### src/rtl/wic_pkg.sv
`timescale 1ns / 1ps
// ----------------------------------------------------------------------------
// wic_pkg: shared types and constants of the windowed instruction cache
// Geometry, request and result codes, transaction layouts and the bus
// address translation used by the back end.
// ----------------------------------------------------------------------------
package wic_pkg;

  // Cache geometry (both powers of two)
  localparam int CACHE_BYTES = 512;
  localparam int LINE_BYTES  = 16;
  localparam int NLINES      = CACHE_BYTES / LINE_BYTES;
  localparam int OFFS_W      = $clog2(CACHE_BYTES);
  localparam int LINE_W      = $clog2(LINE_BYTES);
  localparam int LINE_IDX_W  = $clog2(NLINES);

  // Field widths
  localparam int ADDR_W  = 16;
  localparam int BANK_W  = 7;
  localparam int BUS_W   = 23;
  localparam int RAMM_W  = 17;
  localparam int BYTE_W  = 8;
  localparam int WAIT_W  = 3;
  localparam int CFG_W   = 23;
  localparam int CFGI_W  = 3;

  // Command queue between front and back
  localparam int FIFO_DEPTH = 2;
  localparam int FIFO_PTR_W = $clog2(FIFO_DEPTH);

  // Reset values of the configuration registers
  localparam logic [BUS_W-1:0]  ROM_LIMIT_RST = 23'h1fffff;
  localparam logic [RAMM_W-1:0] RAM_LIMIT_RST = 17'h0ffff;

  // Register indexes
  localparam logic [CFGI_W-1:0] CFG_CACHE_BASE   = 3'd0;
  localparam logic [CFGI_W-1:0] CFG_PROGRAM_BANK = 3'd1;
  localparam logic [CFGI_W-1:0] CFG_SLOW_CLOCK   = 3'd2;
  localparam logic [CFGI_W-1:0] CFG_ROM_LIMIT    = 3'd3;
  localparam logic [CFGI_W-1:0] CFG_RAM_LIMIT    = 3'd4;

  // Request type codes
  localparam logic [2:0] REQ_FETCH   = 3'd0;
  localparam logic [2:0] REQ_FLUSH   = 3'd1;
  localparam logic [2:0] REQ_HOST_RD = 3'd2;
  localparam logic [2:0] REQ_HOST_WR = 3'd3;
  localparam logic [2:0] REQ_FILL    = 3'd4;

  // Result kind codes
  localparam logic [1:0] KIND_DATA  = 2'd0;
  localparam logic [1:0] KIND_MEMRD = 2'd1;
  localparam logic [1:0] KIND_ACK   = 2'd2;

  // Wait cycle charges
  localparam logic [WAIT_W-1:0] HIT_WAIT_SLOW = 3'd1;
  localparam logic [WAIT_W-1:0] HIT_WAIT_FAST = 3'd2;
  localparam logic [WAIT_W-1:0] MEM_WAIT_SLOW = 3'd5;
  localparam logic [WAIT_W-1:0] MEM_WAIT_FAST = 3'd6;

  typedef struct packed {
    logic [2:0]        req_type;
    logic [ADDR_W-1:0] address;
    logic [BYTE_W-1:0] data;
  } in_item_t;

  typedef struct packed {
    logic [1:0]        kind;
    logic [BYTE_W-1:0] byte_out;
    logic              to_ram;
    logic [BUS_W-1:0]  mem_offset;
    logic              uncached;
    logic [WAIT_W-1:0] wait_cycles;
    logic              last;
  } out_item_t;

  typedef struct packed {
    logic [ADDR_W-1:0] cache_base;
    logic [BANK_W-1:0] program_bank;
    logic              slow_clock;
    logic [BUS_W-1:0]  rom_limit;
    logic [RAMM_W-1:0] ram_limit;
  } cfg_t;

  // Classified operations handed from front to back
  typedef enum logic [2:0] {
    OP_FETCH_WIN,
    OP_FETCH_UNC,
    OP_FLUSH,
    OP_HOST_RD,
    OP_HOST_WR,
    OP_FILL,
    OP_NOP
  } cmd_op_e;

  typedef struct packed {
    cmd_op_e                  op;
    logic [OFFS_W-1:0]        offset;     // fetch offset or host cache index
    logic [ADDR_W-LINE_W-1:0] line_base;  // aligned bus line of a miss
    logic [ADDR_W-1:0]        address;
    logic [BYTE_W-1:0]        data;
  } cmd_t;

  typedef enum logic [2:0] {
    BK_CLEAR,
    BK_IDLE,
    BK_MISS,
    BK_RD_ISSUE,
    BK_RD_DATA
  } bk_state_e;

  typedef struct packed {
    logic             to_ram;
    logic [BUS_W-1:0] offset;
  } mem_tgt_t;

  // Map a bank address onto a masked ROM or RAM offset
  function automatic mem_tgt_t xlate(logic [BANK_W-1:0] bank, logic [ADDR_W-1:0] low,
                                     logic [BUS_W-1:0] rom_limit,
                                     logic [RAMM_W-1:0] ram_limit);
    logic [BUS_W-1:0] a;
    mem_tgt_t         r;
    a = {bank, low};
    if (!a[22]) begin
      // banks 00-3f: 32 KiB pages
      r.to_ram = 1'b0;
      r.offset = {2'b00, a[21:16], a[14:0]} & rom_limit;
    end else if (!a[21]) begin
      // banks 40-5f: linear ROM
      r.to_ram = 1'b0;
      r.offset = a & rom_limit;
    end else begin
      r.to_ram = 1'b1;
      r.offset = {{(BUS_W-RAMM_W){1'b0}}, a[RAMM_W-1:0] & ram_limit};
    end
    return r;
  endfunction

endpackage

### src/rtl/wic_cmd_fifo.sv
`timescale 1ns / 1ps
// ----------------------------------------------------------------------------
// wic_cmd_fifo: command queue between front and back
// Short register FIFO that lets the front accept while the back is busy.
// ----------------------------------------------------------------------------
module wic_cmd_fifo (
  input  logic          clk_i,
  input  logic          rst_ni,
  input  logic          push_i,
  input  wic_pkg::cmd_t push_cmd_i,
  output logic          full_o,
  input  logic          pop_i,
  output wic_pkg::cmd_t pop_cmd_o,
  output logic          empty_o
);
  import wic_pkg::*;

  cmd_t                  cmd_q [FIFO_DEPTH];
  logic [FIFO_PTR_W-1:0] wr_ptr_q, rd_ptr_q;
  logic [FIFO_PTR_W:0]   cnt_q;

  assign full_o    = (cnt_q == (FIFO_PTR_W+1)'(FIFO_DEPTH));
  assign empty_o   = (cnt_q == '0);
  assign pop_cmd_o = cmd_q[rd_ptr_q];

  // Store pushed entries
  always_ff @(posedge clk_i) begin
    if (push_i) begin
      cmd_q[wr_ptr_q] <= push_cmd_i;
    end
  end

  // Advance pointers and occupancy
  always_ff @(posedge clk_i or negedge rst_ni) begin
    if (!rst_ni) begin
      wr_ptr_q <= '0;
      rd_ptr_q <= '0;
      cnt_q    <= '0;
    end else begin
      if (push_i) begin
        wr_ptr_q <= wr_ptr_q + 1'b1;
      end
      if (pop_i) begin
        rd_ptr_q <= rd_ptr_q + 1'b1;
      end
      if (push_i && !pop_i) begin
        cnt_q <= cnt_q + 1'b1;
      end else if (pop_i && !push_i) begin
        cnt_q <= cnt_q - 1'b1;
      end
    end
  end

endmodule

### config.mk
export PLATFORM = sky130hd
export DESIGN_NAME = wic_cmd_fifo
export DESIGN_NICKNAME = d
export VERILOG_FILES = /design/src/rtl/wic_pkg.sv /design/src/rtl/wic_cmd_fifo.sv
export SDC_FILE = /design/constraint.sdc
export NUM_CORES = 1
export LEC_CHECK = 0
export BUFFER_PORTS_ARGS = -buffer_cell sky130_fd_sc_hd__buf_2
export CELL_PAD_IN_SITES_DETAIL_PLACEMENT = 0
export CELL_PAD_IN_SITES_GLOBAL_PLACEMENT = 1
export CORE_MARGIN = 4
export CORE_UTILIZATION = 39
export CTS_CLUSTER_SIZE = 8
export DETAILED_ROUTE_END_ITERATION = 7
export PLACE_DENSITY_LB_ADDON = 0.1
export SLEW_MARGIN = 10
export SYNTH_ARGS = -nofsm -noshare
export SYNTH_HDL_FRONTEND = slang
export SYNTH_SLANG_ARGS = --single-unit
### constraint.sdc
create_clock -name clk_i -period 3.11 [get_ports clk_i]
set_clock_uncertainty 0.15 [all_clocks]
set_input_delay 0.311 -clock clk_i [delete_from_list [all_inputs] [get_ports clk_i]]
set_output_delay 0.311 -clock clk_i [all_outputs]
set_load 0.01 [all_outputs]
# --- Yosys cells after proc, flatten, opt, wreduce, memory -nomap -nowiden ---
# Memory sizes are Yosys's and may differ from the RTL's.
# Index checks and enable logic that the tools add are counted.
word_totals:
  mem_bits_rw: 96
  n_memories: 1
  ff_bits: 4
  output_inout_bits: 50
memory_table:
  columns: ["name", "words", "width", "rd", "rd_ports_with_merged_regs", "write_ports", "line_no", "source"]
  rows:
  - ["cmd_q", 2, 48, 1, 0, 1, "wic_cmd_fifo.sv:18", "cmd_t cmd_q [FIFO_DEPTH];"]
classes:
  n_eq_ne: 1
  add_sub_neg: 4
  n_mux: 4
  n_reduce_logical: 6
ops:
  columns: ["cell", "count"]
  rows:
  - ["$mux 2", 2]
  - ["$add 1x1->1 const B", 2]
  - ["$add 2x1->2 const B", 1]
  - ["$eq 2x2->1 const B", 1]
  - ["$logic_and 1x1->1", 2]
  - ["$logic_not 1->1", 2]
  - ["$logic_not 2->1", 1]
  - ["$mux 1", 2]
  - ["$reduce_bool 2->1", 1]
  - ["$sub 2x1->2 const B", 1]

# --- Longest topological paths before layout ---
logic_depth:
  word_depth: 4
  mapped_depth: 5
  depth_no_buf: 5

# --- Worst setup path before layout ---
# Ideal clock, no wire load.
synth_timing:
  path_type: "reg-to-reg"
  startpoint: "register wr_ptr_q"
  endpoint: "memory cmd_q[0][0] in the netlist's numbering (enable)"
  required_time_ps: 2501
  setup_slack_ps: -44
  period_less_slack_ps: 3154
  t_arrival_ps: 2544
  stages_incl_launch_ff: 2
  cell_sequence: "dfrtp_1 > nor2b_1"
synth_lines:
  columns: ["item", "line_no", "source"]
  rows:
  - ["start: declaration", "wic_cmd_fifo.sv:19", "logic [FIFO_PTR_W-1:0] wr_ptr_q, rd_ptr_q;"]
  - ["start signal: assignment", "wic_cmd_fifo.sv:41", "wr_ptr_q <= wr_ptr_q + 1'b1;"]
  - ["end: declaration", "wic_cmd_fifo.sv:18", null]
# No word-level cell before the write port.

==> out/results.tsv <==
metric	value	unit
Core Area	0.009240	mm²
Arr. time, crit path	1850	ps
worst hold slack	30.11	ps
Lkg Pwr	1.956	nW
CTS Buf Count	9	
CTS H-tree lvls	3	
Final Hold Violating Endpoints	0	
Setup CP Type	flop to output pin	
Max FO, Critical Path	30	
final count of pins violating max slew	0	
initial antenna violation count	0	
Post-Synthesis Cells	165	
crit end category	output pin	
Worst-Skew Late Latency	330	ps
Synth Area in Compound Gates	0	
vias in the first global route	2156	
mux contribution to synthesized area	0.1564	
Worst-Margin Slew	504.0	ps
total chip power	3.985	mW
slowest stage cell, crit path	dfrtp_2	
number of buffers added on ports	101	
PwrDens	785.1	mW/mm²
# fillers	770	
post-synthesis sequential area ratio	0.8070	
startpoint types	flop	
Max Clk Rate	0.4334	GHz
Final Setup Violations	0	
final worst slack	802.7	ps
I/O pin count	102	
DP HPWL	4.469	mm
largest family of logic cells by synthesized area	multiplexers	
worst-path cell chain	buf_12 -> mux2_2 -> buf_2	
Finished Layout Cells	458	
Slew headroom	0.6640	
period utilization	0.7419	
synthesized area	0.003696	mm²
routed vias/inst	4.382	
DR vias	2007	
largest net degree at the start of global routing	35	
Yosys top cell area share	0.7800	
post-route cell area	0.005076	mm²
area leader, netlist	edfxtp_1	
clock slew at reported path FFs	80	ps
Die Y	105.4	µm
total number of clock tree sinks	100	
Place WS	1132	ps
setup TNS	0	ps
TritonCTS clock tree	yes	
VDD IR max	0.3836	mV
share of cells above drive strength 1	0.5137	
number of synthesized register bits	100	
yosys warns	0	
DR iter-0 viols	40	
Die Wd	105.4	µm
utilization after layout	0.5494	
DRC errors left	0	
min Tclk post-route	2307	ps
drt wl/cell	14.87	µm
Post-Synth Simple-Gate Area	0.007109	
top cells by area, synth	edfxtp_1, mux2_2, mux2_4, dfrtp_1, xor2_1	
Longest Clk Path Bufs	2	
first-pass GRT wire length	10.67	mm
CP peak stage delay	690	ps
number of rows created at floorplan	35	
Syn Nets	218	
first-pass iteration count of the detailed router	4	
Post-Synth XOR/XNOR Area	0.01185	
adder-cell share of the synthesized area	0.003385	
number of gates resized after CTS	0	
count of different cell masters after synthesis	14	
Final #Nets	378	
Starting Density	0.4000	
RSZ-0062 raised after global routing	no	
placed cell area	0.004379	mm²
Avg Synthesized Cell Area	22.40	µm²
run status	complete, no violations	
Root Buffer	clkbuf_8	
Post-DRT Antenna Nets	0	
Routed WL	6.809	mm
Die Footprint	0.01110	mm²
HP Class	input pin to flop	
ANT cells	0	
Placed Cells	394	
max_cap viols	0	
area grow syn2layout	37.34	%
Required @ worst endpoint	2650	ps
GPL Wtd Cong	0.6579	
global route overflow	0	
GRT Util Overall	0.1250	
-- area by class of cell --
type | count | area, µm² | area share
clock buffers | 11 | 131.4 | 0.02588
clock inverters | 4 | 75.07 | 0.01479
inverters | 1 | 3.754 | 0.0007395
multi-input cells | 59 | 669.4 | 0.1319
flip-flops and latches | 100 | 2984 | 0.5879
well taps | 129 | 161.4 | 0.03180
repair buffers | 154 | 1051 | 0.2070
-- synthesized netlist by cell type, drive strengths merged --
cell	instances
and2	1
buf	5
dfrtp	4
edfxtp	96
ha	1
inv	1
mux2	48
nor2	2
nor2b	2
xnor2	1
xor2	4
-- final timing paths --
path,from,to,slack (ps),depth (start not counted)
worst max register to register,wr_ptr_q,cmd_q[0][25],1430,2
min in group asynchronous,rst_ni,rd_ptr_q,150,2
worst min register to register,cnt_q[1],cnt_q[1],350,1
worst min-delay path,push_cmd_i[33],cmd_q[1][33],30,1
max in group asynchronous,rst_ni,rd_ptr_q,2520,2
worst max-delay path,rd_ptr_q,pop_cmd_o[37],800,3
-- flip-flops by register name (all words and copies together), names as in the netlist --
signal,cells
rd_ptr_q,1
wr_ptr_q,1
cnt_q,2
cmd_q,96
-- critical path, delay by kind of cell (launching register included) --
family	cells	cell delay, ps
mux	1	370
buf+inv	2	430
flops	1	690
-- power by group --
| part | switching [mW] | leakage, nW | internal [mW] |
|---|---|---|---|
| logic | 0.582 | 0.914 | 0.632 |
| clock network | 0.408 | 0.0956 | 0.450 |
| registers | 0.127 | 0.947 | 1.79 |
-- cells by family (layout without fill, tap and decap cells) --
group	count (synthesis)	after routing
adders and majority gates	1	1
xor gates and xnor gates	5	5
and+or+nand+nor	5	5
DFF	100	100
buffers and inverters	6	170
muxes	48	48
-- metal layers --
metal | part of all wire | GRT usage | routed length, µm | up-vias
li1 | - | - | - | 962
met5 | 0 | 0 | 0 | -
met2 | 0.49 | 0.2081 | 3347 | 69
met4 | 0.011 | 0.04780 | 78 | 0
met3 | 0.052 | 0.03001 | 353 | 8
met1 | 0.44 | 0.1582 | 3030 | 968
-- cell usage in the layout, fill, tap and decap left out --
cell type and n:
ha_1 1, inv_1 1, buf_4 2, buf_2 101, dlygate4sd3_1 49, and2_2 1
nor2b_4 1, nor2_1 2, xnor2_1 1, clkinvlp_4 2, dfrtp_2 1, dfrtp_1 3
buf_12 2, nor2b_1 1, edfxtp_1 96, clkbuf_1 2, clkbuf_8 9, mux2_4 10
xor2_1 4, bufinv_16 2, mux2_2 38
-- repair_timing --
| item | CTS | global route |
|---|---|---|
| endpoints found under the hold margin | 96 | 0 |
| hold buffers | 49 | 0 |
| buffers inserted | 0 | 0 |
Note: power is estimated with default switching activity, not from simulation.
