## src/rtl/wic_pkg.sv

```systemverilog
`timescale 1ns / 1ps
// ----------------------------------------------------------------------------
// wic_pkg: shared types and constants of the windowed instruction cache
// Geometry, request and result codes, transaction layouts and the bus
// address translation used by the back end.
// ----------------------------------------------------------------------------
package wic_pkg;

  // Cache geometry (both powers of two)
  localparam int CACHE_BYTES = 512;
  localparam int LINE_BYTES  = 16;
  localparam int NLINES      = CACHE_BYTES / LINE_BYTES;
  localparam int OFFS_W      = $clog2(CACHE_BYTES);
  localparam int LINE_W      = $clog2(LINE_BYTES);
  localparam int LINE_IDX_W  = $clog2(NLINES);

  // Field widths
  localparam int ADDR_W  = 16;
  localparam int BANK_W  = 7;
  localparam int BUS_W   = 23;
  localparam int RAMM_W  = 17;
  localparam int BYTE_W  = 8;
  localparam int WAIT_W  = 3;
  localparam int CFG_W   = 23;
  localparam int CFGI_W  = 3;

  // Command queue between front and back
  localparam int FIFO_DEPTH = 2;
  localparam int FIFO_PTR_W = $clog2(FIFO_DEPTH);

  // Reset values of the configuration registers
  localparam logic [BUS_W-1:0]  ROM_LIMIT_RST = 23'h1fffff;
  localparam logic [RAMM_W-1:0] RAM_LIMIT_RST = 17'h0ffff;

  // Register indexes
  localparam logic [CFGI_W-1:0] CFG_CACHE_BASE   = 3'd0;
  localparam logic [CFGI_W-1:0] CFG_PROGRAM_BANK = 3'd1;
  localparam logic [CFGI_W-1:0] CFG_SLOW_CLOCK   = 3'd2;
  localparam logic [CFGI_W-1:0] CFG_ROM_LIMIT    = 3'd3;
  localparam logic [CFGI_W-1:0] CFG_RAM_LIMIT    = 3'd4;

  // Request type codes
  localparam logic [2:0] REQ_FETCH   = 3'd0;
  localparam logic [2:0] REQ_FLUSH   = 3'd1;
  localparam logic [2:0] REQ_HOST_RD = 3'd2;
  localparam logic [2:0] REQ_HOST_WR = 3'd3;
  localparam logic [2:0] REQ_FILL    = 3'd4;

  // Result kind codes
  localparam logic [1:0] KIND_DATA  = 2'd0;
  localparam logic [1:0] KIND_MEMRD = 2'd1;
  localparam logic [1:0] KIND_ACK   = 2'd2;

  // Wait cycle charges
  localparam logic [WAIT_W-1:0] HIT_WAIT_SLOW = 3'd1;
  localparam logic [WAIT_W-1:0] HIT_WAIT_FAST = 3'd2;
  localparam logic [WAIT_W-1:0] MEM_WAIT_SLOW = 3'd5;
  localparam logic [WAIT_W-1:0] MEM_WAIT_FAST = 3'd6;

  typedef struct packed {
    logic [2:0]        req_type;
    logic [ADDR_W-1:0] address;
    logic [BYTE_W-1:0] data;
  } in_item_t;

  typedef struct packed {
    logic [1:0]        kind;
    logic [BYTE_W-1:0] byte_out;
    logic              to_ram;
    logic [BUS_W-1:0]  mem_offset;
    logic              uncached;
    logic [WAIT_W-1:0] wait_cycles;
    logic              last;
  } out_item_t;

  typedef struct packed {
    logic [ADDR_W-1:0] cache_base;
    logic [BANK_W-1:0] program_bank;
    logic              slow_clock;
    logic [BUS_W-1:0]  rom_limit;
    logic [RAMM_W-1:0] ram_limit;
  } cfg_t;

  // Classified operations handed from front to back
  typedef enum logic [2:0] {
    OP_FETCH_WIN,
    OP_FETCH_UNC,
    OP_FLUSH,
    OP_HOST_RD,
    OP_HOST_WR,
    OP_FILL,
    OP_NOP
  } cmd_op_e;

  typedef struct packed {
    cmd_op_e                  op;
    logic [OFFS_W-1:0]        offset;     // fetch offset or host cache index
    logic [ADDR_W-LINE_W-1:0] line_base;  // aligned bus line of a miss
    logic [ADDR_W-1:0]        address;
    logic [BYTE_W-1:0]        data;
  } cmd_t;

  typedef enum logic [2:0] {
    BK_CLEAR,
    BK_IDLE,
    BK_MISS,
    BK_RD_ISSUE,
    BK_RD_DATA
  } bk_state_e;

  typedef struct packed {
    logic             to_ram;
    logic [BUS_W-1:0] offset;
  } mem_tgt_t;

  // Map a bank address onto a masked ROM or RAM offset
  function automatic mem_tgt_t xlate(logic [BANK_W-1:0] bank, logic [ADDR_W-1:0] low,
                                     logic [BUS_W-1:0] rom_limit,
                                     logic [RAMM_W-1:0] ram_limit);
    logic [BUS_W-1:0] a;
    mem_tgt_t         r;
    a = {bank, low};
    if (!a[22]) begin
      // banks 00-3f: 32 KiB pages
      r.to_ram = 1'b0;
      r.offset = {2'b00, a[21:16], a[14:0]} & rom_limit;
    end else if (!a[21]) begin
      // banks 40-5f: linear ROM
      r.to_ram = 1'b0;
      r.offset = a & rom_limit;
    end else begin
      r.to_ram = 1'b1;
      r.offset = {{(BUS_W-RAMM_W){1'b0}}, a[RAMM_W-1:0] & ram_limit};
    end
    return r;
  endfunction

endpackage

```

## src/rtl/wic_front.sv

```systemverilog
`timescale 1ns / 1ps
// ----------------------------------------------------------------------------
// wic_front: input acceptance and classification
// Computes the window offset, host index and miss line address of each
// incoming transaction and queues a classified command for the back end.
// ----------------------------------------------------------------------------
module wic_front (
  input  logic              in_valid_i,
  output logic              in_stall_o,
  input  wic_pkg::in_item_t in_item_i,
  input  wic_pkg::cfg_t     cfg_i,
  input  logic              clearing_i,
  input  logic              fifo_full_i,
  output logic              push_o,
  output wic_pkg::cmd_t     cmd_o
);
  import wic_pkg::*;

  logic [ADDR_W-1:0] win_off;
  logic [ADDR_W-1:0] host_sum;
  logic [ADDR_W-1:0] line_sum;
  logic              in_win;

  // Hold off input while the queue is full or the store is being cleared
  assign in_stall_o = fifo_full_i || clearing_i;
  assign push_o     = in_valid_i && !in_stall_o;

  // Window offset and host index
  assign win_off  = in_item_i.address - cfg_i.cache_base;
  assign host_sum = in_item_i.address + cfg_i.cache_base;
  assign in_win   = (win_off[ADDR_W-1:OFFS_W] == '0);
  // Bus line of the missing cache line, rounded down to a line boundary
  assign line_sum = cfg_i.cache_base + {win_off[ADDR_W-1:LINE_W], {LINE_W{1'b0}}};

  // Classify the transaction
  always_comb begin
    cmd_o.address   = in_item_i.address;
    cmd_o.data      = in_item_i.data;
    cmd_o.line_base = line_sum[ADDR_W-1:LINE_W];
    cmd_o.offset    = host_sum[OFFS_W-1:0];
    case (in_item_i.req_type)
      REQ_FETCH: begin
        cmd_o.op     = in_win ? OP_FETCH_WIN : OP_FETCH_UNC;
        cmd_o.offset = win_off[OFFS_W-1:0];
      end
      REQ_FLUSH:   cmd_o.op = OP_FLUSH;
      REQ_HOST_RD: cmd_o.op = OP_HOST_RD;
      REQ_HOST_WR: cmd_o.op = OP_HOST_WR;
      REQ_FILL:    cmd_o.op = OP_FILL;
      default:     cmd_o.op = OP_NOP;
    endcase
  end

endmodule

```

## config.mk

```make
export PLATFORM = sky130hd
export DESIGN_NAME = wic_front
export DESIGN_NICKNAME = d
export VERILOG_FILES = /design/src/rtl/wic_pkg.sv /design/src/rtl/wic_front.sv
export SDC_FILE = /design/constraint.sdc
export NUM_CORES = 1
export LEC_CHECK = 0
export ABC_AREA = 1
export BUFFER_PORTS_ARGS = -buffer_cell sky130_fd_sc_hd__buf_4
export CORE_AREA = 2 2 75 69
export DETAILED_ROUTE_END_ITERATION = 10
export DIE_AREA = 0 0 77 71
export PLACE_DENSITY_LB_ADDON = 0.25
export SLEW_MARGIN = 20
export SYNTH_ARGS = -nofsm -noshare
export SYNTH_HDL_FRONTEND = slang
export SYNTH_SLANG_ARGS = --single-unit
export TNS_END_PERCENT = 100
```

## constraint.sdc

```tcl
create_clock -name vclk -period 9.05
set_input_delay 1.3575 -clock vclk [all_inputs]
set_output_delay 1.3575 -clock vclk [all_outputs]
set_load 0.005 [all_outputs]
```

== Word level (Yosys, flattened, before mapping) ==
Cells that the tools add are included.
Operators by class
  add/subtract/negate cells: 3
  multiplexer cells: 3
  reductions and logical operators: 5
  eq/ne operators: 4
Operators with widths (number)
  adder 16 bit: 1
  subtractor 16 bit: 1
  one-hot mux 3 bit (5 select lines): 1
  adder 9 bit: 1
  2-to-1 mux 9 bit: 1
  logical NOT 7 bit: 1
  equality test 3 x 2 -> 1 bit, second input constant: 2
  equality test 3 x 1 -> 1 bit, second input constant: 1
  equality test 3 bit, second input constant: 1
  logical NOT 3 bit: 1
  logical AND 1 bit: 1
  logical NOT 1 bit: 1
  logical OR 1 bit: 1
  2-to-1 mux 1 bit: 1
Storage, ports and cells
  bits in registers: 0
  word-level logic and storage cells: 15
  output and inout bits: 50
  input bits: 94

== Logic depth before layout (Yosys ltp) ==
  depth in word-level cells: 4
  gate-level depth with buffers: 20
  mapped depth without buffers: 19

== Least setup slack after synthesis ==
OpenSTA, ideal clock, no wires.
  path type: input port to output port
  start point: input port cfg_i[53] (netlist bit)
  end point: output port cmd_o[33] (netlist bit)
  buffers on the path: 1
  cell stages on the path: 14
  data arrival time: 3.506 ns
  required time: 7.693 ns
  slack: 4.187 ns
  cells stage by stage: inv_1 -> ha_1 -> buf_6 -> nand2_1 -> inv_1 -> a21oi_1 -> nand2_1 -> xor2_1 -> ha_1 -> nand2_1 -> o21ai_0 -> a21oi_1 -> o21ai_0 -> xor2_1
RTL lines
  from (decl): line wic_front.sv:11  | input wic_pkg::cfg_t cfg_i,
  to (decl): line wic_front.sv:15  | output wic_pkg::cmd_t cmd_o

==> impl_summary.txt <==
----------------------------------------------------
[Run status]
  Run status ... complete, no violations

[STA]
  Final hold vios ... 0
  Final worst-path cycle share ... 0.613
  Slew of the pin with the lowest slew margin ... 0.477 ns
  Final Slew Violations ... 0
  Setup TNS Final ... 0 ns
  Post-layout minimum cycle time ... about 5.6 ns
  Final number of setup-violating endpoints ... 0
  Relative max-transition margin ... 0.679
  Max frequency ... 0.180 GHz
  RSZ-0062 raised after global routing ... no
  Setup slack of the critical path after layout ... approximately 3.5 ns

[Power and ir drop]
  Internal power component ... about 120 uW
  Static power due to leakage ... approximately 0.0017 uW
  Portion of total power attributed to combinational logic ... 1.000
  Switching share of power ... 0.521
  Worst vdd rail ir drop ... slightly above 0.00007 V
  P per Cell Area ... roughly 94 nW/um^2
  Switching power of the nets ... 132 uW
  Clock group share of total power ... 0
  Sequential group share of total power ... 0

[Finish]
  Seq_cells ... 0
  Most common cell after layout, fill and taps aside ... sky130_fd_sc_hd__nand2_1
  Filler cells ... about 540
  Layout area overhead ... 20.8%
  Most frequent cells in the layout ... sky130_fd_sc_hd__nand2_1 (113), sky130_fd_sc_hd__inv_1 (86), sky130_fd_sc_hd__buf_4 (80)
  Clock buffer count in the final layout ... 0
  Antenna diode count ... 0
  Layout cell share with drive strength beyond 1 ... 0.193
  Storage element area ... 0 sq um
  Layout net count ... roughly 600

[Clock network]
  Post-CTS Repair Setup Buffers ... 0
  Gates resized, CTS repair ... 0
  Total of hold buffers inserted after clock tree synthesis ... 0

[Drt]
  Number of nets with antenna violations after detailed routing ... 0
  Drt total wl ... roughly 5000 um
  Vias per cell ... approximately 4.7
  Via total after detailed routing ... 2,403
  Detailed-routing iteration count for the pre-antenna-repair pass ... 4
  Number of DRC markers in iteration 0 ... 103
  DRC errors left ... 0
  Wire length per cell ... about 9.9 um

[Setup path]
  Crit path arrival time ... about 4.2 ns
  Kind of critical path ... input port to output pin
  Critical Path RT ... 7.69 ns
  Crit Path Max Fanout ... 9
  Crit path launch type ... input port
  Endpoint class of the critical path ... output pin

[Die]
  Floorplan die area ... ~5500 sq um
  Effective utilization at floorplan ... 0.469
  Die width ... 77 um
  Cell Rows ... 24
  Die Y-Extent ... 71 um
  # IOs ... roughly 140
  CORE AREA ... 4740 sq um

[Place]
  PortBufs ... 80
  Placed wire-length estimate ... around 4600 um
  Worst setup slack after placement ... about 3.6 ns
  Gpl congestion ... about 0.87

[Yosys]
  Post-synth net total ... 532
  Complex-gate fraction of the synthesized area ... 0.111
  Parity-gate share of the synthesized area counting xor and xnor cells ... 0.0708
  Distinct cell type count of the synthesized netlist ... 32
  Main combinational cell family by area after synthesis ... simple AND/OR/NAND/NOR gates
  Area of the mapped netlist ... ~2200 sq um
  Number of standard cells after synthesis ... approximately 400
  Share of synthesized cell area in and, or, nand and nor gates ... 0.341
  Fraction of synthesized area in multiplexers ... 0.00450
  Average instance area after synthesis ... between 5 and 6 sq um
  Share of synthesized cell area in full adder, half adder and majority cells ... 0.229
  Yosys warnings ... 0
  Share of synthesized area occupied by flip-flops and latches ... 0

[Global routing]
  Vias in the first global route ... between 2k and 2.5k
  Met1 Use GR ... 0.259
  Pin count of the biggest net entering global routing ... 10
  Met3 global-route usage ... 0.00128
  Highest-utilization routing layer at the global route stage ... met2
  Total GRT Usage ... 0.183
  Antenna violations before repair ... 0
  Wire length of the first global-routing pass ... 8660 um
  Met2 demand-to-capacity share in global routing ... 0.330
  Overall overflow remaining after global route ... 0

[Job]
  Total of max-cap violations ... 0

[Min path]
  Cells on Worst Hold Path ... 0
  Start point of the worst hold path ... in_item_i[0]
  Hold worst-path end ... cmd_o[0]
  Kind of path behind the tightest hold check ... input port to output pin

----------------------------------------------------
-- power groups by stage --
stage	clock network [uW]	registers (uW)	logic, uW
2_1_floorplan	0	0	159
3_3_place_gp	0	0	248
3_5_place_dp	0	0	251
4_1_cts	0	0	253
5_1_grt	0	0	285
6_report	0	0	252
-- critical path, stage by stage --
cell	delay, ns
sky130_fd_sc_hd__buf_4	0.09
sky130_fd_sc_hd__inv_1	0.06
sky130_fd_sc_hd__ha_1	0.40
sky130_fd_sc_hd__nand2_1	0.13
sky130_fd_sc_hd__inv_1	0.06
sky130_fd_sc_hd__a21oi_1	0.14
sky130_fd_sc_hd__nand2_1	0.13
sky130_fd_sc_hd__xor2_1	0.19
sky130_fd_sc_hd__ha_1	0.36
sky130_fd_sc_hd__nand2_1	0.10
sky130_fd_sc_hd__o21ai_0	0.41
sky130_fd_sc_hd__a21oi_1	0.19
sky130_fd_sc_hd__o21ai_0	0.25
sky130_fd_sc_hd__xor2_1	0.18
sky130_fd_sc_hd__buf_4	0.13
-- per-stage QoR --
step / instances / hold slack (ns) / utilization / power [uW] / instance area, sq um
6_report: 515 / 2.72 / 0.567 / 252 / 2690
4_1_cts: 515 / 2.72 / 0.567 / 253 / 2690
3_3_place_gp: 515 / 2.72 / 0.567 / 248 / 2690
2_1_floorplan: 399 / 2.79 / - / 159 / 2230
5_1_grt: 515 / 2.72 / 0.567 / 285 / 2690
3_5_place_dp: 515 / 2.72 / 0.567 / 251 / 2690
-- layout make-up --
type | instances | area (sq um) | share of cell area
inverters | 86 | 323 | 0.120
multi-input cells | 284 | 1680 | 0.626
well taps | 65 | 81.3 | 0.0302
repair buffers | 80 | 601 | 0.223
-- how the worst max path moves through the flow --
stage	endpoint	from	slack, ns	depth (start not counted)
2_1_floorplan	cmd_o[33]	cfg_i[53]	4.19	14
6_report	cmd_o[33]	cfg_i[53]	3.50	15
3_3_place_gp	cmd_o[33]	cfg_i[53]	3.67	15
3_5_place_dp	cmd_o[33]	cfg_i[53]	3.60	15
4_1_cts	cmd_o[33]	cfg_i[53]	3.60	15
5_1_grt	cmd_o[33]	cfg_i[53]	3.33	15
-- kinds of logic (layout without fill, tap and decap cells) --
family,count (synthesis),count (layout)
simple gates,180,180
xor+xnor,18,18
buf+inv,115,166
fa+ha+maj,39,39
mux,1,1
compound gates,46,46
-- per-layer routing --
layer	wire length [um]	part of all wire
met3	211	0.041
met1	2530	0.50
met4	8	0.0016
met2	2360	0.46
met5	0	0
-- synth_stat cells, types with 2 or more instances --
cell type	count	area [sq um]
sky130_fd_sc_hd__inv_1	86	323
sky130_fd_sc_hd__a21oi_1	22	110
sky130_fd_sc_hd__a31oi_1	2	12.5
sky130_fd_sc_hd__buf_4	27	203
sky130_fd_sc_hd__nand2_1	113	424
sky130_fd_sc_hd__fa_1	3	60.1
sky130_fd_sc_hd__nor3_1	3	15.0
sky130_fd_sc_hd__o21ai_0	16	80.1
sky130_fd_sc_hd__nand3b_1	2	15.0
sky130_fd_sc_hd__and2_1	2	12.5
sky130_fd_sc_hd__xor2_1	12	105
sky130_fd_sc_hd__nand2_2	2	12.5
sky130_fd_sc_hd__xnor2_1	6	52.6
sky130_fd_sc_hd__nor2_1	26	97.6
sky130_fd_sc_hd__nand3_1	21	105
sky130_fd_sc_hd__nand4_1	5	31.3
sky130_fd_sc_hd__ha_1	36	450
No activity file was read; power rests on OpenSTA's default activity.
